[src/sv/tksq_pkg.sv]
// ----------------------------------------------------------------------------
// tksq_pkg: shared types and constants of the two-key sorted priority queue
// Entry layout, status codes, sequencer states and name byte masks.
// ----------------------------------------------------------------------------
package tksq_pkg;

	localparam int QueueDepthDefault = 16;
	localparam int NameBytes         = 20;

	typedef enum logic [1:0] {
		STAT_DONE  = 2'd0,
		STAT_FULL  = 2'd1,
		STAT_EMPTY = 2'd2
	} status_t;

	typedef enum logic [2:0] {
		S_IDLE,
		S_INS_PRIME,
		S_INS_SHIFT,
		S_INS_PLACE,
		S_REM_PRIME,
		S_REM_SHIFT,
		S_FINISH
	} state_t;

	typedef enum logic {
		OP_INSERT = 1'b0,
		OP_REMOVE = 1'b1
	} op_t;

	typedef struct packed {
		logic signed [15:0] primary_key;
		logic signed [15:0] secondary_key;
		logic [63:0]        name_low;
		logic [63:0]        name_mid;
		logic [31:0]        name_high;
	} entry_t;

	localparam int EntryW = $bits(entry_t);

	// Keeps the bytes of a word whose position in the name lies below NameBytes.
	function automatic logic [63:0] name_mask(int first, int nbytes);
		logic [63:0] m;
		m = '0;
		for (int b = 0; b < 8; b++) begin
			if (b < nbytes && first + b < NameBytes) begin
				m[b*8 +: 8] = 8'hFF;
			end
		end
		return m;
	endfunction

	localparam logic [63:0] LowMask  = name_mask(0, 8);
	localparam logic [63:0] MidMask  = name_mask(8, 8);
	localparam logic [63:0] HighMask = name_mask(16, 4);

endpackage

[src/sv/tksq_ram.sv]
// ----------------------------------------------------------------------------
// tksq_ram: generic simple dual-port RAM
// One write port and one read port with registered read data.
// ----------------------------------------------------------------------------
module tksq_ram #(
	parameter int WIDTH = 8,
	parameter int DEPTH = 16
) (
	input  logic                     clk,
	input  logic                     we,
	input  logic [$clog2(DEPTH)-1:0] waddr,
	input  logic [WIDTH-1:0]         wdata,
	input  logic [$clog2(DEPTH)-1:0] raddr,
	output logic [WIDTH-1:0]         rdata
);

	logic [WIDTH-1:0] mem_q [DEPTH];
	logic [WIDTH-1:0] rdata_q;

	always_ff @(posedge clk) begin
		if (we) begin
			mem_q[waddr] <= wdata;
		end
		rdata_q <= mem_q[raddr];
	end

	assign rdata = rdata_q;

endmodule

[src/sv/tksq_cmp.sv]
// ----------------------------------------------------------------------------
// tksq_cmp: two-key ordering compare
// Flags a stored entry that orders strictly ahead of the entry being inserted.
// ----------------------------------------------------------------------------
module tksq_cmp (
	input  tksq_pkg::entry_t stored,
	input  tksq_pkg::entry_t incoming,
	output logic             stored_first
);

	import tksq_pkg::*;

	logic prim_lt;
	logic prim_eq;
	logic sec_lt;

	assign prim_lt = stored.primary_key < incoming.primary_key;
	assign prim_eq = stored.primary_key == incoming.primary_key;
	assign sec_lt  = stored.secondary_key < incoming.secondary_key;

	// Equal keys do not count, so a new entry lands ahead of its equals.
	assign stored_first = prim_lt || (prim_eq && sec_lt);

endmodule

[src/sv/two_key_sorted_priority_queue_top.sv]
// ----------------------------------------------------------------------------
// two_key_sorted_priority_queue_top: bounded sorted min-priority queue
// Entries are kept in a RAM in ascending two-key order, front at address 0.
// ----------------------------------------------------------------------------
// Usage: an input word is accepted when in_valid and in_ready are both high.
// operation 0 inserts the entry (keys and name), operation 1 removes the front
// entry. Each input word yields exactly one output word on the out_valid /
// out_ready channel with status, occupancy and, for a remove, the entry.
// One shared compare unit and one RAM read and write port per cycle do the
// work: an insert walks from the back of the queue, moving one entry up per
// cycle until the compare unit finds its slot, and a remove moves every
// entry down by one, one per cycle; an insert to a full queue or a remove
// from an empty one goes straight to its result. in_ready is high only
// between items, so the next word can be accepted in the cycle after the
// result is issued. The result waits in an output register, so a new word
// is accepted while it is pending; if the receiver stalls, the next item
// holds in its last step until the output register frees. Reset empties
// the queue at once; RAM contents are not cleared, since only occupied
// entries are ever used.
// ----------------------------------------------------------------------------
module two_key_sorted_priority_queue_top #(
	parameter int QUEUE_DEPTH = tksq_pkg::QueueDepthDefault
) (
	input  logic                                 clk,
	input  logic                                 arst_n,
	input  logic                                 in_valid,
	output logic                                 in_ready,
	input  logic                                 operation,
	input  logic signed [15:0]                   primary_key,
	input  logic signed [15:0]                   secondary_key,
	input  logic [63:0]                          name_bytes_low,
	input  logic [63:0]                          name_bytes_mid,
	input  logic [31:0]                          name_bytes_high,
	output logic                                 out_valid,
	input  logic                                 out_ready,
	output logic [1:0]                           status,
	output logic [$clog2(QUEUE_DEPTH+1)-1:0]     occupancy,
	output logic signed [15:0]                   out_primary_key,
	output logic signed [15:0]                   out_secondary_key,
	output logic [63:0]                          out_name_low,
	output logic [63:0]                          out_name_mid,
	output logic [31:0]                          out_name_high
);

	import tksq_pkg::*;

	localparam int AW = $clog2(QUEUE_DEPTH);
	localparam int CW = $clog2(QUEUE_DEPTH + 1);
	localparam logic [CW-1:0] DepthCnt = CW'(QUEUE_DEPTH);

	state_t          state_q, state_d;
	logic [CW-1:0]   count_q;
	logic [AW-1:0]   idx_q;
	entry_t          new_q;
	entry_t          front_q;
	op_t             op_q;
	status_t         status_q;

	logic            out_valid_q;
	status_t         out_status_q;
	logic [CW-1:0]   out_count_q;
	entry_t          out_entry_q;

	logic            ram_we;
	logic [AW-1:0]   ram_waddr;
	entry_t          ram_wdata;
	logic [AW-1:0]   ram_raddr;
	logic [EntryW-1:0] ram_rdata;
	entry_t          rd_entry;
	logic            stored_first;
	logic            out_free;
	logic            accept;
	logic            rem_last;

	assign rd_entry = entry_t'(ram_rdata);
	assign out_free = !out_valid_q || out_ready;
	assign accept   = in_valid && in_ready;
	assign rem_last = {{(CW-AW){1'b0}}, idx_q} == count_q - CW'(1);

	tksq_ram #(
		.WIDTH(EntryW),
		.DEPTH(QUEUE_DEPTH)
	) u_ram (
		.clk  (clk),
		.we   (ram_we),
		.waddr(ram_waddr),
		.wdata(EntryW'(ram_wdata)),
		.raddr(ram_raddr),
		.rdata(ram_rdata)
	);

	tksq_cmp u_cmp (
		.stored      (rd_entry),
		.incoming    (new_q),
		.stored_first(stored_first)
	);

	always_ff @(posedge clk or negedge arst_n) begin
		if (!arst_n) begin
			state_q <= S_IDLE;
		end else begin
			state_q <= state_d;
		end
	end

	always_comb begin
		state_d   = state_q;
		in_ready  = 1'b0;
		ram_we    = 1'b0;
		ram_waddr = idx_q + AW'(1);
		ram_wdata = rd_entry;
		ram_raddr = idx_q;
		case (state_q)
			S_IDLE: begin
				in_ready = 1'b1;
				if (in_valid) begin
					if (operation == OP_INSERT) begin
						if (count_q == DepthCnt) begin
							state_d = S_FINISH;
						end else if (count_q == '0) begin
							state_d = S_INS_PLACE;
						end else begin
							state_d = S_INS_PRIME;
						end
					end else begin
						if (count_q == '0) begin
							state_d = S_FINISH;
						end else begin
							state_d = S_REM_PRIME;
						end
					end
				end
			end
			S_INS_PRIME: begin
				state_d = S_INS_SHIFT;
			end
			S_INS_SHIFT: begin
				// Read one entry lower while this one is compared and moved.
				ram_we    = 1'b1;
				ram_raddr = idx_q - AW'(1);
				if (stored_first) begin
					ram_wdata = new_q;
					state_d   = S_FINISH;
				end else if (idx_q == '0) begin
					state_d = S_INS_PLACE;
				end
			end
			S_INS_PLACE: begin
				ram_we    = 1'b1;
				ram_waddr = '0;
				ram_wdata = new_q;
				state_d   = S_FINISH;
			end
			S_REM_PRIME: begin
				state_d = S_REM_SHIFT;
			end
			S_REM_SHIFT: begin
				ram_we    = idx_q != '0;
				ram_waddr = idx_q - AW'(1);
				ram_raddr = idx_q + AW'(1);
				if (rem_last) begin
					state_d = S_FINISH;
				end
			end
			S_FINISH: begin
				if (out_free) begin
					state_d = S_IDLE;
				end
			end
			default: begin
				state_d = S_IDLE;
			end
		endcase
	end

	always_ff @(posedge clk or negedge arst_n) begin
		if (!arst_n) begin
			count_q <= '0;
		end else if (state_q == S_INS_PLACE ||
			(state_q == S_INS_SHIFT && stored_first)) begin
			count_q <= count_q + CW'(1);
		end else if (state_q == S_REM_SHIFT && rem_last) begin
			count_q <= count_q - CW'(1);
		end
	end

	always_ff @(posedge clk) begin
		case (state_q)
			S_IDLE: begin
				if (accept) begin
					op_q                <= op_t'(operation);
					new_q.primary_key   <= primary_key;
					new_q.secondary_key <= secondary_key;
					new_q.name_low      <= name_bytes_low & LowMask;
					new_q.name_mid      <= name_bytes_mid & MidMask;
					new_q.name_high     <= name_bytes_high & HighMask[31:0];
					status_q            <= STAT_DONE;
					if (operation == OP_INSERT) begin
						idx_q <= AW'(count_q - CW'(1));
						if (count_q == DepthCnt) begin
							status_q <= STAT_FULL;
						end
					end else begin
						idx_q <= '0;
						if (count_q == '0) begin
							status_q <= STAT_EMPTY;
						end
					end
				end
			end
			S_INS_SHIFT: begin
				idx_q <= idx_q - AW'(1);
			end
			S_REM_SHIFT: begin
				if (idx_q == '0) begin
					front_q <= rd_entry;
				end
				idx_q <= idx_q + AW'(1);
			end
			default: begin
			end
		endcase
	end

	always_ff @(posedge clk or negedge arst_n) begin
		if (!arst_n) begin
			out_valid_q <= 1'b0;
		end else if (state_q == S_FINISH && out_free) begin
			out_valid_q <= 1'b1;
		end else if (out_ready) begin
			out_valid_q <= 1'b0;
		end
	end

	always_ff @(posedge clk) begin
		if (state_q == S_FINISH && out_free) begin
			out_status_q <= status_q;
			out_count_q  <= count_q;
			if (op_q == OP_REMOVE && status_q == STAT_DONE) begin
				out_entry_q <= front_q;
			end else begin
				out_entry_q <= '0;
			end
		end
	end

	assign out_valid         = out_valid_q;
	assign status            = out_status_q;
	assign occupancy         = out_count_q;
	assign out_primary_key   = out_entry_q.primary_key;
	assign out_secondary_key = out_entry_q.secondary_key;
	assign out_name_low      = out_entry_q.name_low;
	assign out_name_mid      = out_entry_q.name_mid;
	assign out_name_high     = out_entry_q.name_high;

endmodule

[config.mk]
export PLATFORM = sky130hd
export DESIGN_NAME = two_key_sorted_priority_queue_top
export DESIGN_NICKNAME = d
export VERILOG_FILES = /design/src/sv/tksq_pkg.sv /design/src/sv/tksq_ram.sv /design/src/sv/tksq_cmp.sv /design/src/sv/two_key_sorted_priority_queue_top.sv
export SDC_FILE = /design/constraint.sdc
export NUM_CORES = 2
export LEC_CHECK = 0
export BUFFER_PORTS_ARGS = -buffer_cell sky130_fd_sc_hd__clkbuf_2
export CAP_MARGIN = 0
export CORE_AREA = 2 2 565 567
export CTS_CLUSTER_DIAMETER = 30
export DETAILED_ROUTE_END_ITERATION = 10
export DIE_AREA = 0 0 567 569
export PLACE_DENSITY = 0.66
export SLEW_MARGIN = 20
export SYNTH_ARGS = -nofsm -noshare
export SYNTH_HDL_FRONTEND = slang
export SYNTH_SLANG_ARGS = --single-unit
[constraint.sdc]
create_clock -name clk -period 31.9 [get_ports clk]
set_input_delay 9.57 -clock clk [delete_from_list [all_inputs] [get_ports clk]]
set_output_delay 9.57 -clock clk [all_outputs]
set_load 0.01 [all_outputs]
Word-level counts from Yosys, hierarchy flattened
Memories as Yosys holds them, arrays and structs flattened. A register that Yosys moved wholly into a read port is not among the register bits. Index checks and enable logic that the tools add are counted.

Bits in registers: 599. Bits in writable memories: 3072. Logic and storage cells: 95. Bits of input ports: 197. Output and inout port bits: 201. Memories: 1.

Magnitude comparators: 2. Equality and inequality tests: 14. Reduce and logical (&&, ||, !) cells: 23. Add/sub/neg operators: 4. Multiplexer cells: 28.

Memories: u_ram.mem_q (depth 16, width 192, read ports 1, clocked after Yosys merged registers in 1, wr ports 1, RTL line tksq_ram.sv:17) `logic [WIDTH-1:0] mem_q [DEPTH];`.

Operators with widths (number): $pmux W192 S2 (1); $mux W192 (1); $lt A16 B16 Y1 (2); $mux W3 (7); $pmux W3 S7 (1); $eq A16 B16 Y1 (1); $pmux W4 S2 (2); $pmux W4 S3 (1); $mux W5 (2); $eq A3 B3 Y1 const B (3); $mux W2 (4); $mux W4 (2); $ne A2 B2 Y1 const B (4); $eq A3 B2 Y1 const B (2); $logic_and A1 B1 Y1 (6); $mux W1 (6); $reduce_and A2 Y1 (3); $add A5 B1 Y5 const B (1); $eq A4 B5 Y1 (1); $eq A5 B5 Y1 const B (1); $logic_not A5 Y1 (1); $sub A5 B1 Y5 const B (1); $add A4 B1 Y4 const B (1); $logic_not A4 Y1 (1); other kinds (13) (16).

Depth between registers and ports, before layout
Depth in word-level cells: 6. Depth in mapped cells: 14. Mapped depth without buffers: 9.

Hierarchy
From an unflattened synthesis, not the netlist that was laid out.

Cells, all modules: 6698. Area, all modules: 142068.8 sq um.

By module, submodules not included: tksq_ram (area each 118802.7 sq um, cells an instance 5024, sequential area each 96092.2 sq um, times used 1); two_key_sorted_priority_queue_top (area each 22441.5 sq um, cells an instance 1565, sequential area each 17942.2 sq um, times used 1); tksq_cmp (area each 824.5 sq um, cells an instance 109, sequential area each 0.0 sq um, times used 1).

Least setup slack after synthesis
Ideal clock, no wire load.

Path kind: input to register. Start point: input out_ready. End point: register out_count_q[0] (netlist: occupancy[0]), enable pin. Data required time: 31117 ps. Stages: 2. Library setup time: 783 ps. Arrival time: 18438 ps. Slack: 12679 ps. Buffers on the path: 0. Path through: nand2b_1 nor2b_1.

Longest elaborated chain between the ends: 2.

Ends and longest elaborated chain: start, declared (RTL line two_key_sorted_priority_queue_top.sv:35) `input logic out_ready,`; $logic_or A1 B1 Y1 (RTL line two_key_sorted_priority_queue_top.sv:76) `assign out_free = !out_valid_q || out_ready;`; $logic_and A1 B1 Y1 (RTL line two_key_sorted_priority_queue_top.sv:236) `if (state_q == S_FINISH && out_free) begin`; end signal, assigned (RTL line two_key_sorted_priority_queue_top.sv:238) `out_count_q <= count_q;`; end, declared (RTL line two_key_sorted_priority_queue_top.sv:61) `logic [CW-1:0] out_count_q;`.

No other way between the ends. A chain may end at the register's enable or synchronous reset.

Final worst setup path
Start point: register state_q[0]. End point: output in_ready.

Longest elaborated chain between the ends: 2.

Ends and longest elaborated chain: start, declared (RTL line two_key_sorted_priority_queue_top.sv:51) `state_t state_q, state_d;`; start signal, assigned (RTL line two_key_sorted_priority_queue_top.sv:102) `state_q <= state_d;`; $logic_not A3 Y1 (RTL line two_key_sorted_priority_queue_top.sv:113) `case (state_q)`; $mux W1 (RTL line two_key_sorted_priority_queue_top.sv:113); end, declared (RTL line two_key_sorted_priority_queue_top.sv:27) `output logic in_ready,`.

No other way between the ends.

==> results.md <==
- Status: finished clean
- Hold Startpoint: u_ram.rdata[48]
- Buf+Inv Stages, Crit Path: 1
- Core area: 317000 um^2
- Initial DRC Count: 8387
- Largest delay share family, worst path: flip-flops
- Post-CTS Setup Repair Bufs: 0
- Worst path max stage delay: 0.59 ns
- Setup tns final: 0 ns
- Dominant cells by area after synthesis: edfxtp_1, mux4_2, dfxtp_1
- Critical Path AT: 2.21 ns
- Fin. Hold Viols: 0
- Syn Inst Count: 6190
- Yosys warning count: 0
- First-pass GRT wire length: 491000 um
- CP Max Fanout: 19
- Final Skew: 0.109 ns
- Reg2reg setup slack: 24.53 ns
- Cts hold-fix bufs: 0
- Hold path cells: 0
- Largest net degree at the start of global routing: 149
- Slew headroom: 20.2%
- Ports: 398
- Starting Density: 44.8%
- CP Class: flip-flop to primary output
- Post_cts resized: 0
- Max stage delay cell, worst path: dfrtp_1
- Post-layout nets: 7321
- Area delta synth->final: 21.9%
- Post-synth EDFFs: 3662
- Peak supply drop: 0.000154 V
- Clock tree sinks: 3863
- Final instance area: 173000 um^2
- Syn Std Cell Area: 142000 um^2
- Layout cells sized above 1: 33.8%
- Drt total wl: 340000 um
- GPL Wtd Cong: 0.781
- Clk root buf: clkbuf_16
- CP Cell Sequence: nor3_1 > clkbuf_2
- DRC: 0
- Antenna violations before repair: 34
- Ys async rst share: 0.233%
- Commonest non-fill, non-tap cell in the layout: edfxtp_1
- Syn Area/Cell: 22.9 um^2
- Clock slew at reported path FFs: 0.06 ns
- Core Rows: 207
- Final worst path period need: 11.78 ns
- Vias in the first global route: 71100
- Vias per std cell: 5.71
- Final cell count without fillers: 11900
- Slew @ Worst Pin: 1.20 ns
- Worst-Skew Late Latency: 1.07 ns
- Via total after detailed routing: 67700
- Clk buf depth: 4
- R2r endpoint: u_ram.rdata[74]
- Share of Yosys cell area claimed by the top area cell type: 77.5%
- Antenna Nets Post-Route: 0
- Reg2reg start: state_q[0]
- Pwr Density: 126 nW/um^2
- Detailed placement HPWL: 167000 um
- R2R depth: 12
- WHS Endpoint: front_q[48]
- GR Util All Layers: 20.8%
- Clock tree from TritonCTS: done
- Worst setup SP type: flip-flop
- Placed cell areas: 149000 um^2
- Placed Cells incl. Taps: 10600
- CP endpoint kind: primary output
- Tightest Hold Check Type: flip-flop to flip-flop
- Fillers: 23200
- Die H: 569 um
- Yosys top cell by area: edfxtp_1
- CTS HTree Levels: 6
- CTS Buf Count: 675
- Most frequent cells in the layout: edfxtp_1, mux4_2, clkbuf_16, clkbuf_2, a22oi_1
- Synthesized flop and latch total: 3863
- Port buffer count: 397
- Sequential area share after synthesis: 80.4%
- Max-slew violation count: 0
- Achievable Freq: 84.9 MHz
- RSZ-0062 raised after global routing: no
- Hold Slack: 0.402 ns
- Final setup viols: 0
- WP data required: 22.33 ns
- Top FF cell, synth: edfxtp_1
- Lkg Pwr: 57.6 nW
- Cell variety after synth: 62
- Total grt overflow: 0
- Routed len/inst: 28.6 um
- Die Span X: 567 um
- DIE AREA: 323000 um^2
- Final Cycle Share: 36.9%
- Post-Syn Nets: 6422
- Max-Cap Viols: 0
- First-pass iteration count of the detailed router: 5
where the power goes:
group / total [W] / internal, W / switching [W] / leakage [nW]
combinational: 0.00670 / 0.00271 / 0.00398 / 11.2
sequential: 0.00771 / 0.00739 / 0.000320 / 34.9
clock: 0.00744 / 0.00486 / 0.00258 / 11.5
through the flow:
step           util, %  setup WS (ns)  total power [W]
2_1_floorplan        -          12.68           0.0128
3_3_place_gp      47.0          19.82           0.0143
3_5_place_dp      47.0          19.78           0.0145
4_1_cts           54.6          20.07           0.0220
5_1_grt           54.6          20.03           0.0228
6_report          54.6          20.12           0.0218
flip-flops by register name, indices dropped and copies added (netlist names), 16 cells and up:
| signal | cells |
|---|---|
| out_name_mid | 64 |
| front_q | 192 |
| out_name_high | 32 |
| new_q | 192 |
| u_ram.mem_q | 3072 |
| out_name_low | 64 |
| out_secondary_key | 16 |
| out_primary_key | 16 |
| u_ram.rdata | 192 |
worst max path at each step:
stage,from,end,slack [ns],depth (start not counted)
finish,state_q[0],in_ready,20.12,2
global route,state_q[0],in_ready,20.03,2
CTS,state_q[0],in_ready,20.07,2
detailed placement,out_ready,out_name_low[18],19.78,5
global placement,out_ready,out_name_low[14],19.82,5
floorplan,out_ready,occupancy[0],12.68,2
area by class of cell:
cell class | instances | area (um^2) | area share (%)
diodes | 5 | 12.5 | 0.00723
clock buffers | 795 | 17700 | 10.2
clock inverters | 469 | 6370 | 3.68
inverters | 42 | 158 | 0.0911
multi-input cells | 1978 | 26200 | 15.2
flip-flops and latches | 3863 | 114000 | 65.9
well taps | 4180 | 5230 | 3.02
repair buffers | 529 | 3230 | 1.87
cells in the mapped netlist, types with 4 or more instances:
| cell type | number |
|---|---|
| a21o_1 | 5 |
| a21oi_1 | 22 |
| a22oi_1 | 324 |
| and2_1 | 196 |
| buf_1 | 18 |
| buf_2 | 122 |
| buf_4 | 44 |
| buf_6 | 29 |
| clkbuf_1 | 93 |
| dfrtp_1 | 9 |
| dfxtp_1 | 192 |
| edfxtp_1 | 3662 |
| ha_1 | 35 |
| inv_1 | 41 |
| mux2_1 | 48 |
| mux2_2 | 144 |
| mux2i_1 | 8 |
| mux4_2 | 768 |
| nand2_1 | 187 |
| nand2b_1 | 8 |
| nand3_1 | 7 |
| nand4_1 | 10 |
| nor2_1 | 60 |
| nor2_4 | 4 |
| nor2b_1 | 4 |
| nor3_1 | 6 |
| nor3b_1 | 4 |
| o211ai_1 | 4 |
| o21ai_0 | 15 |
| o22ai_1 | 61 |
| xnor2_1 | 8 |
layer usage:
layer	up-vias	global-route usage, %	wire length (um)
met1	36000	29.3	140000
met4	4	5.96	7500
li1	28000	-	-
met5	-	0	26
met3	491	4.04	27800
met2	3192	33.1	164000
worst register-to-register path, cell delays in order, from the launching register on:
cell and delay [ns]:
dfrtp_1 0.73, and3b_1 0.58, nor2_4 0.11, xnor2_4 0.14, buf_4 0.44, buf_4 0.83
buf_12 0.72, buf_4 1.10, buf_4 0.89, buf_4 0.86, mux4_2 0.47, a22oi_1 0.25
nand2_1 0.11
kinds of logic (layout without fill, tap and decap cells):
family	after synthesis	in the layout	share of synthesized area, %
AOI/OAI and AO/OA	465	465	2.38
xor gates and xnor gates	12	12	0.0944
adders and majority gates	35	35	0.309
buffers and inverters	349	1835	1.30
DFF	3863	3863	80.4
muxes	968	968	13.8
other	0	5	0
and+or+nand+nor	498	498	1.78
Power figures use the tool's default switching activity.
